===== config.mk =====
export PLATFORM = sky130hd
export DESIGN_NAME = binary_to_intel_hex_encoder_flat
export DESIGN_NICKNAME = d
export VERILOG_FILES = /design/src/sv/bhex_pkg.sv /design/src/sv/bhex_in_if.sv /design/src/sv/bhex_out_if.sv /design/src/sv/bhex_emitter.sv /design/src/sv/binary_to_intel_hex_encoder.sv /design/src/flat_wrapper.sv
export SDC_FILE = /design/constraint.sdc
export NUM_CORES = 1
export LEC_CHECK = 0
export ABC_AREA = 1
export BUFFER_PORTS_ARGS = -buffer_cell sky130_fd_sc_hd__buf_2
export CAP_MARGIN = 20
export CORE_AREA = 2 2 149 151
export CTS_BUF_LIST = sky130_fd_sc_hd__clkbuf_8 sky130_fd_sc_hd__clkbuf_16
export CTS_CLUSTER_DIAMETER = 100
export DETAILED_ROUTE_END_ITERATION = 8
export DIE_AREA = 0 0 151 153
export PLACE_DENSITY = 0.79
export SYNTH_ARGS = -nofsm -noshare
export SYNTH_HDL_FRONTEND = slang
export SYNTH_SLANG_ARGS = --single-unit

===== constraint.sdc =====
create_clock -name clk_i -period 4.25 [get_ports clk_i]
set_clock_uncertainty 0.05 [all_clocks]
set_input_delay 0.425 -clock clk_i [delete_from_list [all_inputs] [get_ports clk_i]]
set_output_delay 0.425 -clock clk_i [all_outputs]
set_load 0.02 [all_outputs]

===== src/sv/bhex_pkg.sv =====
// ----------------------------------------------------------------------------
// bhex_pkg
// Types, constants and helpers shared by the Intel HEX encoder.
// ----------------------------------------------------------------------------
`default_nettype none

package bhex_pkg;

  localparam int unsigned FILL_W    = 5;
  localparam int unsigned ADDR_W    = 32;
  localparam int unsigned LEN_W     = 6;
  localparam int unsigned HDR_BYTES = 4;
  localparam int unsigned MAX_CHARS = 60;

  localparam logic [7:0] CHAR_COLON   = 8'h3A;
  localparam logic [7:0] CHAR_NL      = 8'h0A;
  localparam logic [7:0] TYPE_ADDR    = 8'h04;
  localparam logic [7:0] TYPE_END     = 8'h01;
  localparam logic [7:0] ADDR_REC_LEN = 8'h02;

  typedef enum logic [2:0] {
    PH_IDLE,
    PH_COLON,
    PH_HI,
    PH_LO,
    PH_SUM_HI,
    PH_SUM_LO,
    PH_NL
  } phase_e;

  typedef enum logic [1:0] {
    REC_ADDR,
    REC_DATA,
    REC_END
  } rec_e;

  // records still owed for the current transfer, in emission order
  typedef struct packed {
    logic addr_pre;
    logic data;
    logic addr_post;
    logic end_rec;
  } pend_t;

  typedef struct packed {
    pend_t             pend;
    logic [15:0]       seg;
    logic [15:0]       start;
    logic [FILL_W-1:0] cnt;
  } job_t;

  function automatic logic [7:0] hex_char(input logic [3:0] nib);
    logic [7:0] c;
    if (nib < 4'd10) begin
      c = 8'h30 + {4'h0, nib};
    end else begin
      c = 8'h37 + {4'h0, nib};
    end
    return c;
  endfunction

endpackage

`default_nettype wire


===== src/sv/bhex_in_if.sv =====
// ----------------------------------------------------------------------------
// bhex_in_if
// Input stream: one raw byte or an end-of-data marker per transfer.
// ----------------------------------------------------------------------------
`default_nettype none

interface bhex_in_if;
  logic       valid;
  logic       ready;
  logic [7:0] data_byte;
  logic       end_of_data;

  modport source (output valid, output data_byte, output end_of_data, input ready);
  modport sink   (input valid, input data_byte, input end_of_data, output ready);
endinterface

`default_nettype wire


===== src/sv/bhex_out_if.sv =====
// ----------------------------------------------------------------------------
// bhex_out_if
// Output stream: one character of Intel HEX text per transfer.
// ----------------------------------------------------------------------------
`default_nettype none

interface bhex_out_if;
  logic       valid;
  logic       ready;
  logic [7:0] ascii_char;
  logic       last_of_run;
  logic       file_done;

  modport source (output valid, output ascii_char, output last_of_run, output file_done,
                  input ready);
  modport sink   (input valid, input ascii_char, input last_of_run, input file_done,
                  output ready);
endinterface

`default_nettype wire


===== src/sv/bhex_emitter.sv =====
// ----------------------------------------------------------------------------
// bhex_emitter
// Record buffer memory and character sequencer: walks the records owed for
// one input transfer and sends them out one character per unstalled cycle.
// ----------------------------------------------------------------------------
`default_nettype none

module bhex_emitter #(
  parameter int unsigned RECORD_BYTES = 16
) (
  input  wire                  clk_i,
  input  wire                  rst_ni,
  input  wire                  job_load_i,
  input  bhex_pkg::job_t       job_i,
  input  wire                  wr_en_i,
  input  wire [((RECORD_BYTES > 1) ? $clog2(RECORD_BYTES) : 1)-1:0] wr_addr_i,
  input  wire [7:0]            wr_data_i,
  output logic                 busy_o,
  bhex_out_if.source           out_o
);

  localparam int unsigned IDX_W = (RECORD_BYTES > 1) ? $clog2(RECORD_BYTES) : 1;
  localparam int unsigned LW    = bhex_pkg::LEN_W;

  logic [7:0] mem [RECORD_BYTES];
  logic [7:0] rdata_q;
  logic       rd_en;
  logic [IDX_W-1:0] rd_addr;

  bhex_pkg::phase_e  phase_q, phase_d;
  bhex_pkg::rec_e    rec_q, rec_d;
  bhex_pkg::pend_t   pend_q, pend_d;
  logic [LW-1:0]     idx_q, idx_d;
  logic [LW-1:0]     len_q, len_d;
  logic [7:0]        sum_q, sum_d;
  logic [LW-1:0]     chars_q, chars_d;
  logic [15:0]       seg_q, seg_d;
  logic [15:0]       start_q, start_d;
  logic [bhex_pkg::FILL_W-1:0] cnt_q, cnt_d;

  logic       ov_q, ov_d;
  logic [7:0] oc_q, oc_d;
  logic       ol_q, ol_d;
  logic       of_q, of_d;

  logic [7:0] cur_byte;
  logic [7:0] chk;
  logic [7:0] ch;
  logic       emit, advance, at_cap, pend_left, last, done;

  // record buffer
  always_ff @(posedge clk_i) begin
    if (wr_en_i) begin
      mem[wr_addr_i] <= wr_data_i;
    end
    if (rd_en) begin
      rdata_q <= mem[rd_addr];
    end
  end

  always_comb begin
    cur_byte = rdata_q;
    unique case (rec_q)
      bhex_pkg::REC_ADDR: begin
        unique case (idx_q)
          6'd0:    cur_byte = bhex_pkg::ADDR_REC_LEN;
          6'd3:    cur_byte = bhex_pkg::TYPE_ADDR;
          6'd4:    cur_byte = seg_q[15:8];
          6'd5:    cur_byte = seg_q[7:0];
          default: cur_byte = 8'h00;
        endcase
      end
      bhex_pkg::REC_DATA: begin
        unique case (idx_q)
          6'd0:    cur_byte = {3'b000, cnt_q};
          6'd1:    cur_byte = start_q[15:8];
          6'd2:    cur_byte = start_q[7:0];
          6'd3:    cur_byte = 8'h00;
          default: cur_byte = rdata_q;
        endcase
      end
      bhex_pkg::REC_END: begin
        cur_byte = (idx_q == 6'd3) ? bhex_pkg::TYPE_END : 8'h00;
      end
      default: cur_byte = rdata_q;
    endcase
  end

  assign chk       = 8'h00 - sum_q;
  assign emit      = (phase_q != bhex_pkg::PH_IDLE);
  assign advance   = emit && (!ov_q || out_o.ready);
  assign at_cap    = (chars_q == LW'(bhex_pkg::MAX_CHARS - 1));
  assign pend_left = |pend_q;
  assign last      = at_cap || ((phase_q == bhex_pkg::PH_NL) && !pend_left);
  assign done      = (phase_q == bhex_pkg::PH_NL) && (rec_q == bhex_pkg::REC_END);
  assign busy_o    = pend_left || emit;
  assign rd_addr   = IDX_W'(idx_q - LW'(bhex_pkg::HDR_BYTES - 1));

  always_comb begin
    unique case (phase_q)
      bhex_pkg::PH_COLON:  ch = bhex_pkg::CHAR_COLON;
      bhex_pkg::PH_HI:     ch = bhex_pkg::hex_char(cur_byte[7:4]);
      bhex_pkg::PH_LO:     ch = bhex_pkg::hex_char(cur_byte[3:0]);
      bhex_pkg::PH_SUM_HI: ch = bhex_pkg::hex_char(chk[7:4]);
      bhex_pkg::PH_SUM_LO: ch = bhex_pkg::hex_char(chk[3:0]);
      bhex_pkg::PH_NL:     ch = bhex_pkg::CHAR_NL;
      default:             ch = 8'h00;
    endcase
  end

  always_comb begin
    phase_d = phase_q;
    rec_d   = rec_q;
    pend_d  = pend_q;
    idx_d   = idx_q;
    len_d   = len_q;
    sum_d   = sum_q;
    chars_d = chars_q;
    seg_d   = seg_q;
    start_d = start_q;
    cnt_d   = cnt_q;
    rd_en   = 1'b0;

    if (job_load_i) begin
      pend_d  = job_i.pend;
      seg_d   = job_i.seg;
      start_d = job_i.start;
      cnt_d   = job_i.cnt;
      chars_d = '0;
    end else if (!emit && pend_left) begin
      phase_d = bhex_pkg::PH_COLON;
      idx_d   = '0;
      sum_d   = '0;
      priority if (pend_q.addr_pre) begin
        rec_d = bhex_pkg::REC_ADDR;
        len_d = LW'(bhex_pkg::HDR_BYTES + 2);
        pend_d.addr_pre = 1'b0;
      end else if (pend_q.data) begin
        rec_d = bhex_pkg::REC_DATA;
        len_d = LW'(bhex_pkg::HDR_BYTES) + {1'b0, cnt_q};
        pend_d.data = 1'b0;
      end else if (pend_q.addr_post) begin
        rec_d = bhex_pkg::REC_ADDR;
        len_d = LW'(bhex_pkg::HDR_BYTES + 2);
        pend_d.addr_post = 1'b0;
      end else begin
        rec_d = bhex_pkg::REC_END;
        len_d = LW'(bhex_pkg::HDR_BYTES);
        pend_d.end_rec = 1'b0;
      end
    end else if (advance) begin
      chars_d = chars_q + 1'b1;
      unique case (phase_q)
        bhex_pkg::PH_COLON:  phase_d = bhex_pkg::PH_HI;
        bhex_pkg::PH_HI:     phase_d = bhex_pkg::PH_LO;
        bhex_pkg::PH_LO: begin
          sum_d = sum_q + cur_byte;
          if (idx_q == len_q - 1'b1) begin
            phase_d = bhex_pkg::PH_SUM_HI;
          end else begin
            phase_d = bhex_pkg::PH_HI;
            idx_d   = idx_q + 1'b1;
            rd_en   = (idx_q >= LW'(bhex_pkg::HDR_BYTES - 1));
          end
        end
        bhex_pkg::PH_SUM_HI: phase_d = bhex_pkg::PH_SUM_LO;
        bhex_pkg::PH_SUM_LO: phase_d = bhex_pkg::PH_NL;
        bhex_pkg::PH_NL:     phase_d = bhex_pkg::PH_IDLE;
        default:             phase_d = bhex_pkg::PH_IDLE;
      endcase
      // character limit per transfer reached: drop the rest
      if (at_cap) begin
        phase_d = bhex_pkg::PH_IDLE;
        pend_d  = '0;
      end
    end
  end

  always_comb begin
    ov_d = ov_q;
    oc_d = oc_q;
    ol_d = ol_q;
    of_d = of_q;
    if (advance) begin
      ov_d = 1'b1;
      oc_d = ch;
      ol_d = last;
      of_d = done;
    end else if (out_o.ready) begin
      ov_d = 1'b0;
    end
  end

  always_ff @(posedge clk_i or negedge rst_ni) begin
    if (!rst_ni) begin
      phase_q <= bhex_pkg::PH_IDLE;
      pend_q  <= '0;
      chars_q <= '0;
      ov_q    <= 1'b0;
    end else begin
      phase_q <= phase_d;
      pend_q  <= pend_d;
      chars_q <= chars_d;
      ov_q    <= ov_d;
    end
  end

  always_ff @(posedge clk_i) begin
    rec_q   <= rec_d;
    idx_q   <= idx_d;
    len_q   <= len_d;
    sum_q   <= sum_d;
    seg_q   <= seg_d;
    start_q <= start_d;
    cnt_q   <= cnt_d;
    oc_q    <= oc_d;
    ol_q    <= ol_d;
    of_q    <= of_d;
  end

  assign out_o.valid       = ov_q;
  assign out_o.ascii_char  = oc_q;
  assign out_o.last_of_run = ol_q;
  assign out_o.file_done   = of_q;

  a_load_idle: assert property (@(posedge clk_i) disable iff (!rst_ni)
    job_load_i |-> !busy_o)
    else $error("job loaded while records still pending");

  a_chars_cap: assert property (@(posedge clk_i) disable iff (!rst_ni)
    chars_q <= LW'(bhex_pkg::MAX_CHARS))
    else $error("character count beyond limit");

  a_idx_range: assert property (@(posedge clk_i) disable iff (!rst_ni)
    (phase_q == bhex_pkg::PH_HI || phase_q == bhex_pkg::PH_LO) |-> (idx_q < len_q))
    else $error("byte index beyond record length");

  a_done_nl: assert property (@(posedge clk_i) disable iff (!rst_ni)
    (advance && done) |=> (out_o.last_of_run && out_o.ascii_char == bhex_pkg::CHAR_NL))
    else $error("end record not closed by last newline");

endmodule

`default_nettype wire


===== src/sv/binary_to_intel_hex_encoder.sv =====
// ----------------------------------------------------------------------------
// binary_to_intel_hex_encoder
// Raw byte stream in, Intel HEX text out, one character per transfer.
// ----------------------------------------------------------------------------
// Each input transfer carries one byte or an end-of-data marker. A byte that
// owes no record is only written to the record buffer. A transfer that owes
// records is accepted, then each record gets a set-up step and 12 + 2n
// characters at one per cycle while the output takes them (n payload bytes;
// two for an address record), since the single character output port paces
// the block. The next input is taken as soon as the last character of a
// transfer sits in the output register. Characters beyond 60 for one
// transfer are dropped. After the end record every transfer is accepted and
// ignored until reset.
// ----------------------------------------------------------------------------
`default_nettype none

module binary_to_intel_hex_encoder #(
  parameter int unsigned RECORD_BYTES = 16
) (
  input  wire        clk_i,
  input  wire        rst_ni,
  bhex_in_if.sink    in_i,
  bhex_out_if.source out_o
);

  localparam int unsigned IDX_W = (RECORD_BYTES > 1) ? $clog2(RECORD_BYTES) : 1;
  localparam int unsigned FW    = bhex_pkg::FILL_W;

  logic [FW-1:0]               fill_q, fill_d;
  logic [bhex_pkg::ADDR_W-1:0] addr_q, addr_d;
  logic                        started_q, started_d;
  logic                        finished_q, finished_d;

  logic [FW-1:0]               fill_inc;
  logic [bhex_pkg::ADDR_W-1:0] addr_inc;
  logic                        seg_wrap, full, accept, busy, job_load, wr_en;
  bhex_pkg::job_t              job;

  assign accept   = in_i.valid && in_i.ready;
  assign in_i.ready = !busy;
  assign fill_inc = fill_q + 1'b1;
  assign addr_inc = addr_q + 1'b1;
  assign seg_wrap = (addr_inc[15:0] == 16'h0000);
  assign full     = ({1'b0, fill_inc} >= (FW + 1)'(RECORD_BYTES)) || (fill_inc == '0);
  assign wr_en    = accept && !finished_q && !in_i.end_of_data;
  assign job_load = accept && !finished_q && (|job.pend);

  always_comb begin
    job        = '0;
    job.seg    = addr_q[31:16];
    fill_d     = fill_q;
    addr_d     = addr_q;
    started_d  = started_q;
    finished_d = finished_q;
    if (!in_i.end_of_data) begin
      job.pend.addr_pre = !started_q;
      job.pend.data     = seg_wrap || full;
      job.cnt           = fill_inc;
      job.start         = addr_inc[15:0] - 16'(fill_inc);
      if (accept && !finished_q) begin
        fill_d    = (seg_wrap || full) ? '0 : fill_inc;
        addr_d    = addr_inc;
        started_d = !seg_wrap;
      end
    end else begin
      job.pend.data      = (fill_q != '0);
      job.pend.addr_post = !started_q;
      job.pend.end_rec   = 1'b1;
      job.cnt            = fill_q;
      job.start          = addr_q[15:0] - 16'(fill_q);
      if (accept && !finished_q) begin
        fill_d     = '0;
        started_d  = 1'b1;
        finished_d = 1'b1;
      end
    end
  end

  always_ff @(posedge clk_i or negedge rst_ni) begin
    if (!rst_ni) begin
      fill_q     <= '0;
      addr_q     <= '0;
      started_q  <= 1'b0;
      finished_q <= 1'b0;
    end else begin
      fill_q     <= fill_d;
      addr_q     <= addr_d;
      started_q  <= started_d;
      finished_q <= finished_d;
    end
  end

  bhex_emitter #(
    .RECORD_BYTES(RECORD_BYTES)
  ) u_emitter (
    .clk_i      (clk_i),
    .rst_ni     (rst_ni),
    .job_load_i (job_load),
    .job_i      (job),
    .wr_en_i    (wr_en),
    .wr_addr_i  (fill_q[IDX_W-1:0]),
    .wr_data_i  (in_i.data_byte),
    .busy_o     (busy),
    .out_o      (out_o)
  );

  a_fill_bound: assert property (@(posedge clk_i) disable iff (!rst_ni)
    ({1'b0, fill_q} < (FW + 1)'(RECORD_BYTES)))
    else $error("open record holds too many bytes");

  a_finish_empty: assert property (@(posedge clk_i) disable iff (!rst_ni)
    finished_q |-> (fill_q == '0 && started_q))
    else $error("state left behind after end record");

  a_finish_sticky: assert property (@(posedge clk_i) disable iff (!rst_ni)
    finished_q |=> (finished_q && $stable(addr_q)))
    else $error("state changed after end record");

endmodule

`default_nettype wire


===== src/flat_wrapper.sv =====
// flat-port wrapper written by rule: the top's interface ports become plain ports
module binary_to_intel_hex_encoder_flat 
#(
  parameter int unsigned RECORD_BYTES = 16
)
  (clk_i, rst_ni, in_i_valid, in_i_data_byte, in_i_end_of_data, in_i_ready, out_o_valid, out_o_ascii_char, out_o_last_of_run, out_o_file_done, out_o_ready);
  bhex_in_if in_i_i ();
  bhex_out_if out_o_i ();
  input  wire clk_i;
  input  wire rst_ni;
  input wire logic [$bits(in_i_i.valid)-1:0] in_i_valid;
  input wire logic [$bits(in_i_i.data_byte)-1:0] in_i_data_byte;
  input wire logic [$bits(in_i_i.end_of_data)-1:0] in_i_end_of_data;
  output wire logic [$bits(in_i_i.ready)-1:0] in_i_ready;
  output wire logic [$bits(out_o_i.valid)-1:0] out_o_valid;
  output wire logic [$bits(out_o_i.ascii_char)-1:0] out_o_ascii_char;
  output wire logic [$bits(out_o_i.last_of_run)-1:0] out_o_last_of_run;
  output wire logic [$bits(out_o_i.file_done)-1:0] out_o_file_done;
  input wire logic [$bits(out_o_i.ready)-1:0] out_o_ready;
  assign in_i_i.valid = in_i_valid;
  assign in_i_i.data_byte = in_i_data_byte;
  assign in_i_i.end_of_data = in_i_end_of_data;
  assign in_i_ready = in_i_i.ready;
  assign out_o_valid = out_o_i.valid;
  assign out_o_ascii_char = out_o_i.ascii_char;
  assign out_o_last_of_run = out_o_i.last_of_run;
  assign out_o_file_done = out_o_i.file_done;
  assign out_o_i.ready = out_o_ready;
  binary_to_intel_hex_encoder #(.RECORD_BYTES(RECORD_BYTES)) u_core (.clk_i(clk_i), .rst_ni(rst_ni), .in_i(in_i_i), .out_o(out_o_i));
endmodule

==> results of run 1 <==
==> critical path, cell delays in order, from the launching register on <==
cell and delay, ns:
edfxtp_1 0.50, clkinv_1 0.13, ha_1 0.16, inv_1 0.08
nor3_2 0.48, nand2_1 0.11, nand3b_1 0.10, nand2_1 0.07
nand3_1 0.15, ha_1 0.30, a21oi_1 0.16, nand2_1 0.09
nand2_1 0.08, nand2_1 0.05, a21oi_1 0.19, nor2_1 0.07
o21ai_0 0.16, nand2_1 0.09, xnor2_1 0.19, nand2_1 0.07
nand2_1 0.07, nor2_1 0.05
==> final cells by class <==
class | instances | area, sq um
clock buffer | 28 | 678.2
clock inverter | 19 | 175.2
fill | 1608 | 6839
inverter | 133 | 499.2
multi-input combinational | 966 | 5291
sequential | 257 | 7452
tap | 280 | 350.3
timing repair buffer | 34 | 200.2
==> power breakdown <==
part	leakage [nW]	internal [mW]	switching, mW	total, mW
Clock	0.459	1.33	0.925	2.25
Sequential	2.48	2.71	0	2.71
Combinational	3.09	0.0109	0.0455	0.0564
Total	6.03	4.05	0.971	5.02
==> layer usage <==
metal / up-vias / track usage / part of all wire
met5: - / 0 / 0
met3: 86 / 0.03313 / 0.071
met2: 434 / 0.4569 / 0.48
met4: 0 / 0.08367 / 0.032
met1: 4802 / 0.3857 / 0.42
li1: 4845 / - / -
==> repair_timing <==
action,4_1_cts,5_1_grt
hold buffers,1,0
hold endpoints to repair,18,0
resized for setup,0,0
==> stage by stage <==
| step | std cells | utilization | hold slack (ns) | total power [mW] |
|---|---|---|---|---|
| after global placement | 1668 | 0.6412 | 0.4018 | 2.812 |
| final | 1717 | 0.6817 | 0.08206 | 5.016 |
| after CTS | 1717 | 0.6817 | 0.06774 | 5.043 |
| after floorplan | 1393 | - | 0.07941 | 2.775 |
| after global routing | 1717 | 0.6817 | 0.09361 | 5.147 |
| after detailed placement | 1669 | 0.6415 | 0.4079 | 2.814 |
==> worst max-delay path by stage <==
stage / from / to / cells past startpoint
5_1_grt: u_core.u_emitter.idx_q[1] / u_core.u_emitter.sum_q[7] / 21
3_3_place_gp: u_core.u_emitter.idx_q[0] / u_core.u_emitter.sum_q[7] / 21
4_1_cts: u_core.u_emitter.idx_q[0] / u_core.u_emitter.sum_q[7] / 21
6_report: u_core.u_emitter.idx_q[0] / u_core.u_emitter.sum_q[7] / 21
2_1_floorplan: u_core.u_emitter.idx_q[0] / u_core.u_emitter.sum_q[7] / 25
3_5_place_dp: u_core.u_emitter.idx_q[0] / u_core.u_emitter.sum_q[7] / 21
==> layout by cell type, fill, tap and decap left out, types with 5 or more instances in the layout <==
cell type  instances
o22ai_1           25
o221ai_1           9
inv_1            132
buf_4             10
nand4_1           17
ha_1              35
o21ai_0          145
xor2_1            35
nand2_4           10
nand3_1           87
clkbuf_16         26
dfrtp_1           53
nand2_1          249
edfxtp_1         204
a21oi_1           31
o211ai_1          12
nor2_1           197
buf_2             23
nand2_2            7
nor3_1            10
xnor2_1           11
nor2_2             9
a31oi_1            7
nor2_4             7
inv_2              9
nand3_2            7
a21oi_2            5
==> sequential cells by signal, summed over array words and instances, names as in the netlist, 5 cells and up <==
signal                             count
u_core.u_emitter.len_q                 6
u_core.addr_q                         32
u_core.u_emitter.seg_q                16
u_core.u_emitter.idx_q                 6
u_core.u_emitter.start_q              16
u_core.u_emitter.sum_q                 8
u_core.u_emitter.rdata_q               8
u_core.u_emitter.out_o.ascii_char      7
u_core.u_emitter.chars_q               6
u_core.u_emitter.mem                 128
u_core.u_emitter.cnt_q                 5
u_core.fill_q                          5
==> kinds of logic (layout without fill, tap and decap cells) <==
logic type | Yosys count | count (layout) | synth area share
simple gates | 626 | 626 | 0.2165
flops | 257 | 257 | 0.5556
compound gates | 252 | 252 | 0.1071
buf+inv | 170 | 214 | 0.05010
xor+xnor | 48 | 48 | 0.03247
fa+ha+maj | 38 | 38 | 0.03713
other cells | 1 | 1 | 0.0002796
mux | 1 | 1 | 0.0007464
==> flow_metrics.env, run 1 <==
export IMPL_std_cell_rows=54
export IMPL_via_per_inst=5.921
export IMPL_setup_tns_ns=0
export IMPL_die_x_microns=151
export IMPL_hold_path_cell_count=4
export IMPL_clk_pin_slew_worst_paths_ns=0.07
export IMPL_place_gp_congestion=0.9519
export IMPL_worstSkewPairLatency_ns=0.54
export IMPL_hp_class="input port to flip-flop"
export IMPL_cts_setup_buffers=0
export IMPL_grt_pass1_vias=9863
export IMPL_yosysMostFrequentCell="nand2_1"
export IMPL_die_area_sq_mm=0.02310
export IMPL_max_freq_mhz=273.8
export IMPL_cts_path_max_buffers=3
export IMPL_worst_slew_pin_slew_ns=1.046
export IMPL_grt_max_degree=66
export IMPL_synth_main_ff_cell="edfxtp_1"
export IMPL_cp_max_fo=8
export IMPL_ys_ff_latch=257
export IMPL_synth_async_reset_ratio=0.2062
export IMPL_drc=0
export IMPL_layout_drive_gt1_share=0.1009
export IMPL_clock_sinks=257
export IMPL_period_share=0.8593
export IMPL_io_pins=25
export IMPL_cp_required_ns=4.50
export IMPL_placed_area_sq_mm=0.01378
export IMPL_regToRegSetupSlack_ns=0.60
export IMPL_regToRegEndpoint="u_core.u_emitter.sum_q[7]"
export IMPL_firstDrtPassIters=5
export IMPL_synth_largest_area_cell="edfxtp_1"
export IMPL_yosysWarnings=0
export IMPL_globalRouteTotalUtil=0.2762
export IMPL_final_setup_worst_slack_ns=0.5981
export IMPL_yosysSeqAreaShare=0.5556
export IMPL_ff2ff_path_depth=21
export IMPL_htree_levels=1
export IMPL_endpoint_kind="flip-flop"
export IMPL_start_util=0.6242
export IMPL_grt_pass1_wl_microns=50280
export IMPL_syn_area_sq_mm=0.01341
export IMPL_r2r_start="u_core.u_emitter.idx_q[0]"
export IMPL_start_kind="flip-flop"
export IMPL_final_area_sq_mm=0.01465
export IMPL_netlist_area_leader_share=0.4568
export IMPL_vias=10170
export IMPL_leakage_nw=6.031
export IMPL_port_buffers=23
export IMPL_relSlewSlack=0.3016
export IMPL_drtIter0Drc=901
export IMPL_drv_cap=0
export IMPL_overflow=0
export IMPL_syn_num_nets=1444
export IMPL_grt_antenna_before_repair=0
export IMPL_cts_root_buf="clkbuf_16"
export IMPL_core_area_sq_mm=0.02149
export IMPL_nNetsFinal=1469
export IMPL_synth_area_per_cell_sq_um=9.628
export IMPL_status="finished clean"
export IMPL_setup_viol=0
export IMPL_synth_area_leaders="edfxtp_1, dfrtp_1, nand2_1, nor2_1, o21ai_0"
export IMPL_maxSlewViolCount=0
export IMPL_n_antenna_cell=0
export IMPL_power_density_mw_per_mm2=342.5
export IMPL_fp_dieH_microns=153
export IMPL_pre_cts_ws_ns=0.6764
export IMPL_yosys_top_cells_count="nand2_1, edfxtp_1, nor2_1, o21ai_0, inv_1"
export IMPL_peakVddDrop_uv=274.2
export IMPL_final_hold_viol_count=0
export IMPL_min_to="u_core.u_emitter.out_o.valid"
export IMPL_postSynthCellCount=1393
export IMPL_cts_tree="yes"
export IMPL_synth_edf_count=204
export IMPL_wl_per_cell_microns=18.13
export IMPL_dpl_hpwl_microns=21490
export IMPL_period_needed_ns=3.652
export IMPL_grt_setup_unrepaired="false"
export IMPL_crit_arrival_ns=3.90
export IMPL_ant_nets=0
export IMPL_cts_buffers=26
export IMPL_synth_cell_types=55
export IMPL_syn_to_final_growth_pct=9.208
export IMPL_worstHoldStart="out_o_ready"
export IMPL_wl_microns=31130
export IMPL_path_class="flip-flop to flip-flop"
Note: power is estimated with default switching activity, not from simulation.
==> run 2: changes to the inputs <==
ABC_AREA = 0   (was 1)
CORE_AREA = 2 2 147 149   (was 2 2 149 151)
DIE_AREA = 0 0 149 151   (was 0 0 151 153)
==> run 2 against run 1 <==
Cell area shrank 1.7%. Synthesized area shrank 2.8%. First-iteration DRC count shrank 16%. Global-route usage shrank 0.81 points. Cell count shrank 21%. Synthesized cell count shrank 26%. Critical path depth shrank 5. Fmax shrank 7.6%. Core utilization grew 1.0 points. Critical path type unchanged. Critical endpoint is now u_core.u_emitter.sum_q[6].
==> flow_metrics.env, run 2 <==
export IMPL_cts_tree="yes"
export IMPL_grt_pass1_wl_microns=46100
export IMPL_core_area_sq_mm=0.02082
export IMPL_path_class="flip-flop to flip-flop"
export IMPL_power_density_mw_per_mm2=706.4
export IMPL_port_buffers=23
export IMPL_reg_top3="u_core.u_emitter.mem (128), u_core.addr_q (32)"
export IMPL_place_inst=1297
export IMPL_worstSetupEndpoint="u_core.u_emitter.sum_q[6]"
export IMPL_synth_area_leaders="edfxtp_1, dfrtp_1, mux4_2, xnor2_1, ha_1"
export IMPL_grt_max_degree=54
export IMPL_hp_class="input port to flip-flop"
export IMPL_postSynthCellCount=1031
export IMPL_start_kind="flip-flop"
export IMPL_worstSkewPairLatency_ns=0.55
export IMPL_cp_required_ns=4.47
export IMPL_grt_antenna_before_repair=0
export IMPL_cpPeakStageDelay_ns=0.48
export IMPL_crit_start="u_core.u_emitter.idx_q[1]"
export IMPL_maxSlewViolCount=0
export IMPL_syn_num_nets=1082
export IMPL_dpl_hpwl_microns=19530
export IMPL_clk_pin_slew_worst_paths_ns=0.06
export IMPL_cp_num_cells=16
export IMPL_ys_ff_latch=257
export IMPL_regToRegEndpoint="u_core.u_emitter.sum_q[6]"
export IMPL_total_power_mw=10.17
export IMPL_drtIter0Drc=756
export IMPL_synth_async_reset_ratio=0.2062
export IMPL_path_delay_family="simple AND/OR/NAND/NOR gates"
export IMPL_ff2ff_path_depth=16
export IMPL_htree_levels=1
export IMPL_r2r_start="u_core.u_emitter.idx_q[1]"
export IMPL_via_per_inst=6.347
export IMPL_cts_path_max_buffers=3
export IMPL_yosysWarnings=0
export IMPL_crit_arrival_ns=4.17
export IMPL_cts_buffers=27
export IMPL_wl_microns=29180
export IMPL_leakage_nw=5.386
export IMPL_peakVddDrop_uv=512.0
export IMPL_yosysMostFrequentCell="edfxtp_1"
export IMPL_largest_reg_flops=128
export IMPL_ant_nets=0
export IMPL_synth_edf_count=204
export IMPL_synth_area_per_cell_sq_um=12.64
export IMPL_instances_no_fill=1348
export IMPL_ff_latch_area_sq_mm=0.007452
export IMPL_globalRouteTotalUtil=0.2681
export IMPL_status="finished clean"
export IMPL_layout_drive_gt1_share=0.1295
export IMPL_die_area_sq_mm=0.02250
export IMPL_cts_root_buf="clkbuf_16"
export IMPL_pre_cts_ws_ns=0.1857
export IMPL_crit_buf_inv=3
export IMPL_syn_area_sq_mm=0.01303
export IMPL_relSlewSlack=0.3218
export IMPL_hold_path_cell_count=3
export IMPL_syn_to_final_growth_pct=10.53
export IMPL_synth_largest_area_cell="edfxtp_1"
export IMPL_crit_path_top_delay_cell="edfxtp_1"
export IMPL_yosysSeqAreaShare=0.5719
export IMPL_grt_setup_unrepaired="false"
export IMPL_layout_common_cells="edfxtp_1, nor2_1, nand2_1"
export IMPL_overflow=0
export IMPL_busiest_layer="met2"
export IMPL_worst_slew_pin_slew_ns=1.010
export IMPL_wl_per_cell_microns=21.65
export IMPL_regToRegSetupSlack_ns=0.30
export IMPL_met3_usage=0.04789
export IMPL_firstDrtPassIters=5
export IMPL_globalRouteMet2Util=0.4438
export IMPL_regMostFlops="u_core.u_emitter.mem"
export IMPL_start_util=0.6258
export IMPL_utilization=0.6917
export IMPL_drv_cap=0
export IMPL_place_gp_congestion=0.9180
export IMPL_vias=8556
export IMPL_period_needed_ns=3.951
export IMPL_clock_sinks=257
export IMPL_use_met1=0.3624
export IMPL_grt_pass1_vias=8401
export IMPL_n_antenna_cell=0
export IMPL_setup_tns_ns=0
export IMPL_nNetsFinal=1103
export IMPL_multi_input_area_sq_mm=0.005205
export IMPL_drc=0
export IMPL_yosys_top_cells_count="edfxtp_1, nor2_1, nand2_1, xnor2_1, dfrtp_1"
export IMPL_max_freq_mhz=253.1
export IMPL_period_share=0.9297
export IMPL_io_pins=25
export IMPL_netlist_area_leader_share=0.4701
export IMPL_synth_main_ff_cell="edfxtp_1"
export IMPL_nFillCells=1425
export IMPL_final_hold_viol_count=0
export IMPL_layout_commonest_cell="edfxtp_1"
export IMPL_synth_cell_types=76
export IMPL_setup_viol=0
export IMPL_std_cell_rows=53
export IMPL_final_setup_worst_slack_ns=0.2986
export IMPL_fp_dieH_microns=151
export IMPL_die_x_microns=149
export IMPL_path_cells="inv_1 -> ha_1 -> buf_4 -> nor4_1 -> or3_1 -> nor3b_1 -> a311oi_2 -> inv_1 -> ha_1 -> nor2b_1 -> o21ai_0 -> nand2b_1 -> a21o_1 -> a21oi_1 -> xor2_1 -> nor2_1"
export IMPL_endpoint_kind="flip-flop"
export IMPL_cp_max_fo=12
## run 2: repair_timing
item / CTS / global route
setup endpoints to repair: 0 / 2
hold buffers: 1 / 0
resized for setup: 0 / 1
buffers inserted: 0 / 0
endpoints found under the hold margin: 10 / 0
## run 2: layout make-up
cell class	count	area share
multi-input cells	675	0.3614
repair buffers	47	0.02067
flip-flops and latches	257	0.5174
clock inverters	22	0.01737
inverters	44	0.01147
clock buffers	28	0.04786
well taps	275	0.02389
## run 2: logic make-up (layout without fill, tap and decap cells)
kind of cell	after synthesis	after routing	synth area share
AO/OA/AOI/OAI	161	161	0.08478
XOR/XNOR	99	99	0.06654
adder cells (fa/ha/maj)	38	38	0.03821
buffers and inverters	99	141	0.03072
flip-flops	257	257	0.5719
multiplexers	50	50	0.07681
other	1	1	0.0002878
AND/OR/NAND/NOR	326	326	0.1308
## run 2: tightest hold or removal path, delay by kind of cell
family / cells / cell delay [ns]
compound gates: 1 / 0.11
buf+inv: 2 / 0.17
## run 2: power by group
part | switching, mW | internal, mW | leakage [nW]
clock | 0.977 | 1.49 | 0.468
combinational | 2.32 | 1.80 | 2.36
sequential | 0.368 | 3.23 | 2.55
total | 3.66 | 6.51 | 5.39
## run 2: worst min path at each step
| stage | from | endpoint |
|---|---|---|
| after floorplan | rst_ni | u_core.addr_q[0] |
| after global placement | u_core.addr_q[28] | u_core.u_emitter.seg_q[12] |
| after detailed placement | u_core.addr_q[28] | u_core.u_emitter.seg_q[12] |
| after CTS | out_o_ready | u_core.u_emitter.out_o.valid |
| after global routing | out_o_ready | u_core.u_emitter.out_o.valid |
| final | out_o_ready | u_core.u_emitter.out_o.valid |
## run 2: stage by stage
step                      cell area [sq um]  hold slack, ns
after floorplan                       13040         0.07941
after global placement                13450          0.3968
after detailed placement              13450          0.3970
after CTS                             14400          0.1567
after global routing                  14400          0.1804
final                                 14400          0.1579
## run 2: per-layer routing
| layer | share of wire | vias up |
|---|---|---|
| met5 | 0 | - |
| li1 | - | 3922 |
| met3 | 0.077 | 65 |
| met1 | 0.40 | 4190 |
| met2 | 0.49 | 379 |
| met4 | 0.035 | 0 |
==> run 3: changes to the inputs <==
CORE_AREA = 2 2 132 166   (was 2 2 147 149)
DIE_AREA = 0 0 134 168   (was 0 0 149 151)
==> run 3 against run 2 <==
The run now ends with hold timing left. Register-to-register slack gained 0.07 ns. Critical path depth decreased by 1. Core utilization shrank 1.4 points. Non-clock buffer count up 1. Setup slack gained 0.071 ns. Count of clock-buffer cells in the layout increased by 1. Sequential share of layout area grew 0.41 points. Sequential power hardly changed. Worst hold slack worse by 0.18 ns. Die area barely moved. Clock power down 13%. Critical path type unchanged. Largest power group unchanged. Highest routed layer unchanged.
==> flow_metrics.env, run 3 (same netlist as run 2, synthesis figures left out) <==
export IMPL_port_buffers=23
export IMPL_clock_sinks=257
export IMPL_globalRouteTotalUtil=0.2533
export IMPL_die_x_microns=134
export IMPL_cts_path_max_buffers=3
export IMPL_vias=8403
export IMPL_grt_pass1_vias=8355
export IMPL_grt_pass1_wl_microns=44710
export IMPL_crit_path_top_delay_cell="or4_1"
export IMPL_layout_drive_gt1_share=0.1355
export IMPL_pwr_share_comb=0.422
export IMPL_fp_dieH_microns=168
export IMPL_n_antenna_cell=0
export IMPL_regToRegEndpoint="u_core.u_emitter.sum_q[6]"
export IMPL_peakVddDrop_uv=406.4
export IMPL_place_gp_congestion=0.9061
export IMPL_core_area_sq_mm=0.02110
export IMPL_dpl_hpwl_microns=19840
export IMPL_worst_slew_pin_slew_ns=0.9876
export IMPL_regMostFlops="u_core.u_emitter.mem"
export IMPL_overflow=0
export IMPL_max_freq_mhz=257.7
export IMPL_drv_cap=0
export IMPL_wl_per_cell_microns=20.67
export IMPL_setup_tns_ns=0
export IMPL_path_class="flip-flop to flip-flop"
export IMPL_maxSlewViolCount=0
export IMPL_drc=0
export IMPL_crit_start="u_core.u_emitter.idx_q[3]"
export IMPL_nNetsFinal=1102
export IMPL_status="finished with violations"
export IMPL_ctsHoldBuffers=0
export IMPL_period_share=0.9131
export IMPL_regToRegSetupSlack_ns=0.37
export IMPL_p_sw_mw=3.644
export IMPL_clk_pin_slew_worst_paths_ns=0.06
export IMPL_syn_to_final_growth_pct=9.659
export IMPL_io_pins=25
export IMPL_crit_buf_inv=2
export IMPL_drtIter0Drc=827
export IMPL_reg_top3="u_core.u_emitter.mem (128), u_core.addr_q (32)"
export IMPL_firstDrtPassIters=5
export IMPL_total_power_mw=9.878
export IMPL_via_per_inst=6.229
export IMPL_path_cells="or4_1 -> or3_4 -> and3_1 -> nor4_2 -> inv_1 -> ha_1 -> inv_1 -> fa_1 -> nor2b_1 -> o21ai_0 -> nand2b_1 -> a21o_1 -> a21oi_1 -> xor2_1 -> nor2_1"
export IMPL_cts_buffers=25
export IMPL_internal_power_mw=6.233
export IMPL_crit_top_cell="inv_1"
export IMPL_pre_cts_ws_ns=0.1213
export IMPL_cts_tree="yes"
export IMPL_final_setup_worst_slack_ns=0.3692
export IMPL_start_util=0.6177
export IMPL_htree_levels=1
export IMPL_cts_root_buf="clkbuf_16"
export IMPL_power_density_mw_per_mm2=691.2
export IMPL_sequentialPowerShare=0.362
export IMPL_cts_setup_buffers=0
export IMPL_final_hold_viol_count=36
export IMPL_cp_required_ns=4.48
export IMPL_final_area_sq_mm=0.01429
export IMPL_layout_common_cells="edfxtp_1, nor2_1, nand2_1"
export IMPL_grt_setup_unrepaired="false"
export IMPL_setup_viol=0
export IMPL_start_kind="flip-flop"
export IMPL_hp_class="input port to asynchronous set/reset pin"
export IMPL_hold_slack_ns=-0.01971
export IMPL_layout_commonest_cell="edfxtp_1"
export IMPL_violations="hold timing"
export IMPL_grt_max_degree=54
export IMPL_wl_microns=27880
export IMPL_ff2ff_path_depth=15
export IMPL_r2r_start="u_core.u_emitter.idx_q[3]"
export IMPL_cp_max_fo=9
export IMPL_cpPeakStageDelay_ns=0.65
export IMPL_utilization=0.6774
export IMPL_switching_share=0.3690
export IMPL_pwr_share_clk=0.216
export IMPL_leakage_nw=5.345
export IMPL_relSlewSlack=0.3369
export IMPL_die_area_sq_mm=0.02251
export IMPL_placed_area_sq_mm=0.01347
export IMPL_worstSkewPairLatency_ns=0.53
export IMPL_crit_arrival_ns=4.11
export IMPL_endpoint_kind="flip-flop"
export IMPL_period_needed_ns=3.881
export IMPL_path_delay_family="simple AND/OR/NAND/NOR gates"
export IMPL_ant_nets=0
export IMPL_grt_antenna_before_repair=0
export IMPL_largest_reg_flops=128
export IMPL_std_cell_rows=60
## run 3: changes by cell type in the layout (fill, tap and decap cells not counted), moves of 2 or more
cell,delta
clkinv_1,-6
bufinv_16,-5
clkinv_2,+5
clkinv_4,+3
buf_4,+2
clkbuf_8,+2
## run 3: how the worst max path moves through the flow
stage	to	slack, ns	cells past startpoint
2_1_floorplan	u_core.u_emitter.sum_q[7]	0.09	16
3_3_place_gp	u_core.u_emitter.sum_q[6]	0.25	16
3_5_place_dp	u_core.u_emitter.sum_q[6]	0.12	16
4_1_cts	u_core.u_emitter.sum_q[7]	0.12	16
5_1_grt	u_core.u_emitter.sum_q[6]	0.04	17
6_report	u_core.u_emitter.sum_q[6]	0.37	15
## run 3: area by class of cell
| type | count | area [sq um] |
|---|---|---|
| flip-flops and latches | 257 | 7452 |
| well taps | 279 | 349.1 |
| clock inverters | 17 | 112.6 |
| multi-input cells | 675 | 5216 |
| repair buffers | 48 | 302.8 |
| fillers | 1501 | 6805 |
| clock buffers | 29 | 691.9 |
| inverters | 44 | 165.2 |
## run 3: power groups by stage
stage                     Combinational [mW]  Clock [mW]  Sequential [mW]
after floorplan                         3.08           0             3.51
after global placement                  3.99           0             3.61
after detailed placement                4.10           0             3.62
after CTS                               4.16        2.15             3.57
after global routing                    4.57        2.24             3.62
final                                   4.17        2.13             3.58
## run 3: through the flow
stage	hold slack, ns	std cells
global route	0.05253	1349
global placement	0.3978	1303
CTS	0.007937	1349
floorplan	0.07941	1031
detailed placement	0.4031	1303
finish	-0.01971	1349
## run 3: timing repair
| action | in CTS | in global routing |
|---|---|---|
| setup endpoints to repair | 0 | 2 |
| endpoints found under the hold margin | 0 | 0 |
| gates resized for setup | 0 | 3 |
## run 3: layer usage
layer | part of all wire | wire, microns | track usage | vias to the layer above
met3 | 0.052 | 1459 | 0.03794 | 78
met2 | 0.50 | 13990 | 0.4288 | 298
met1 | 0.41 | 11360 | 0.3336 | 4109
li1 | - | - | - | 3918
met5 | 0 | 0 | 0 | -
met4 | 0.039 | 1075 | 0.09574 | 0
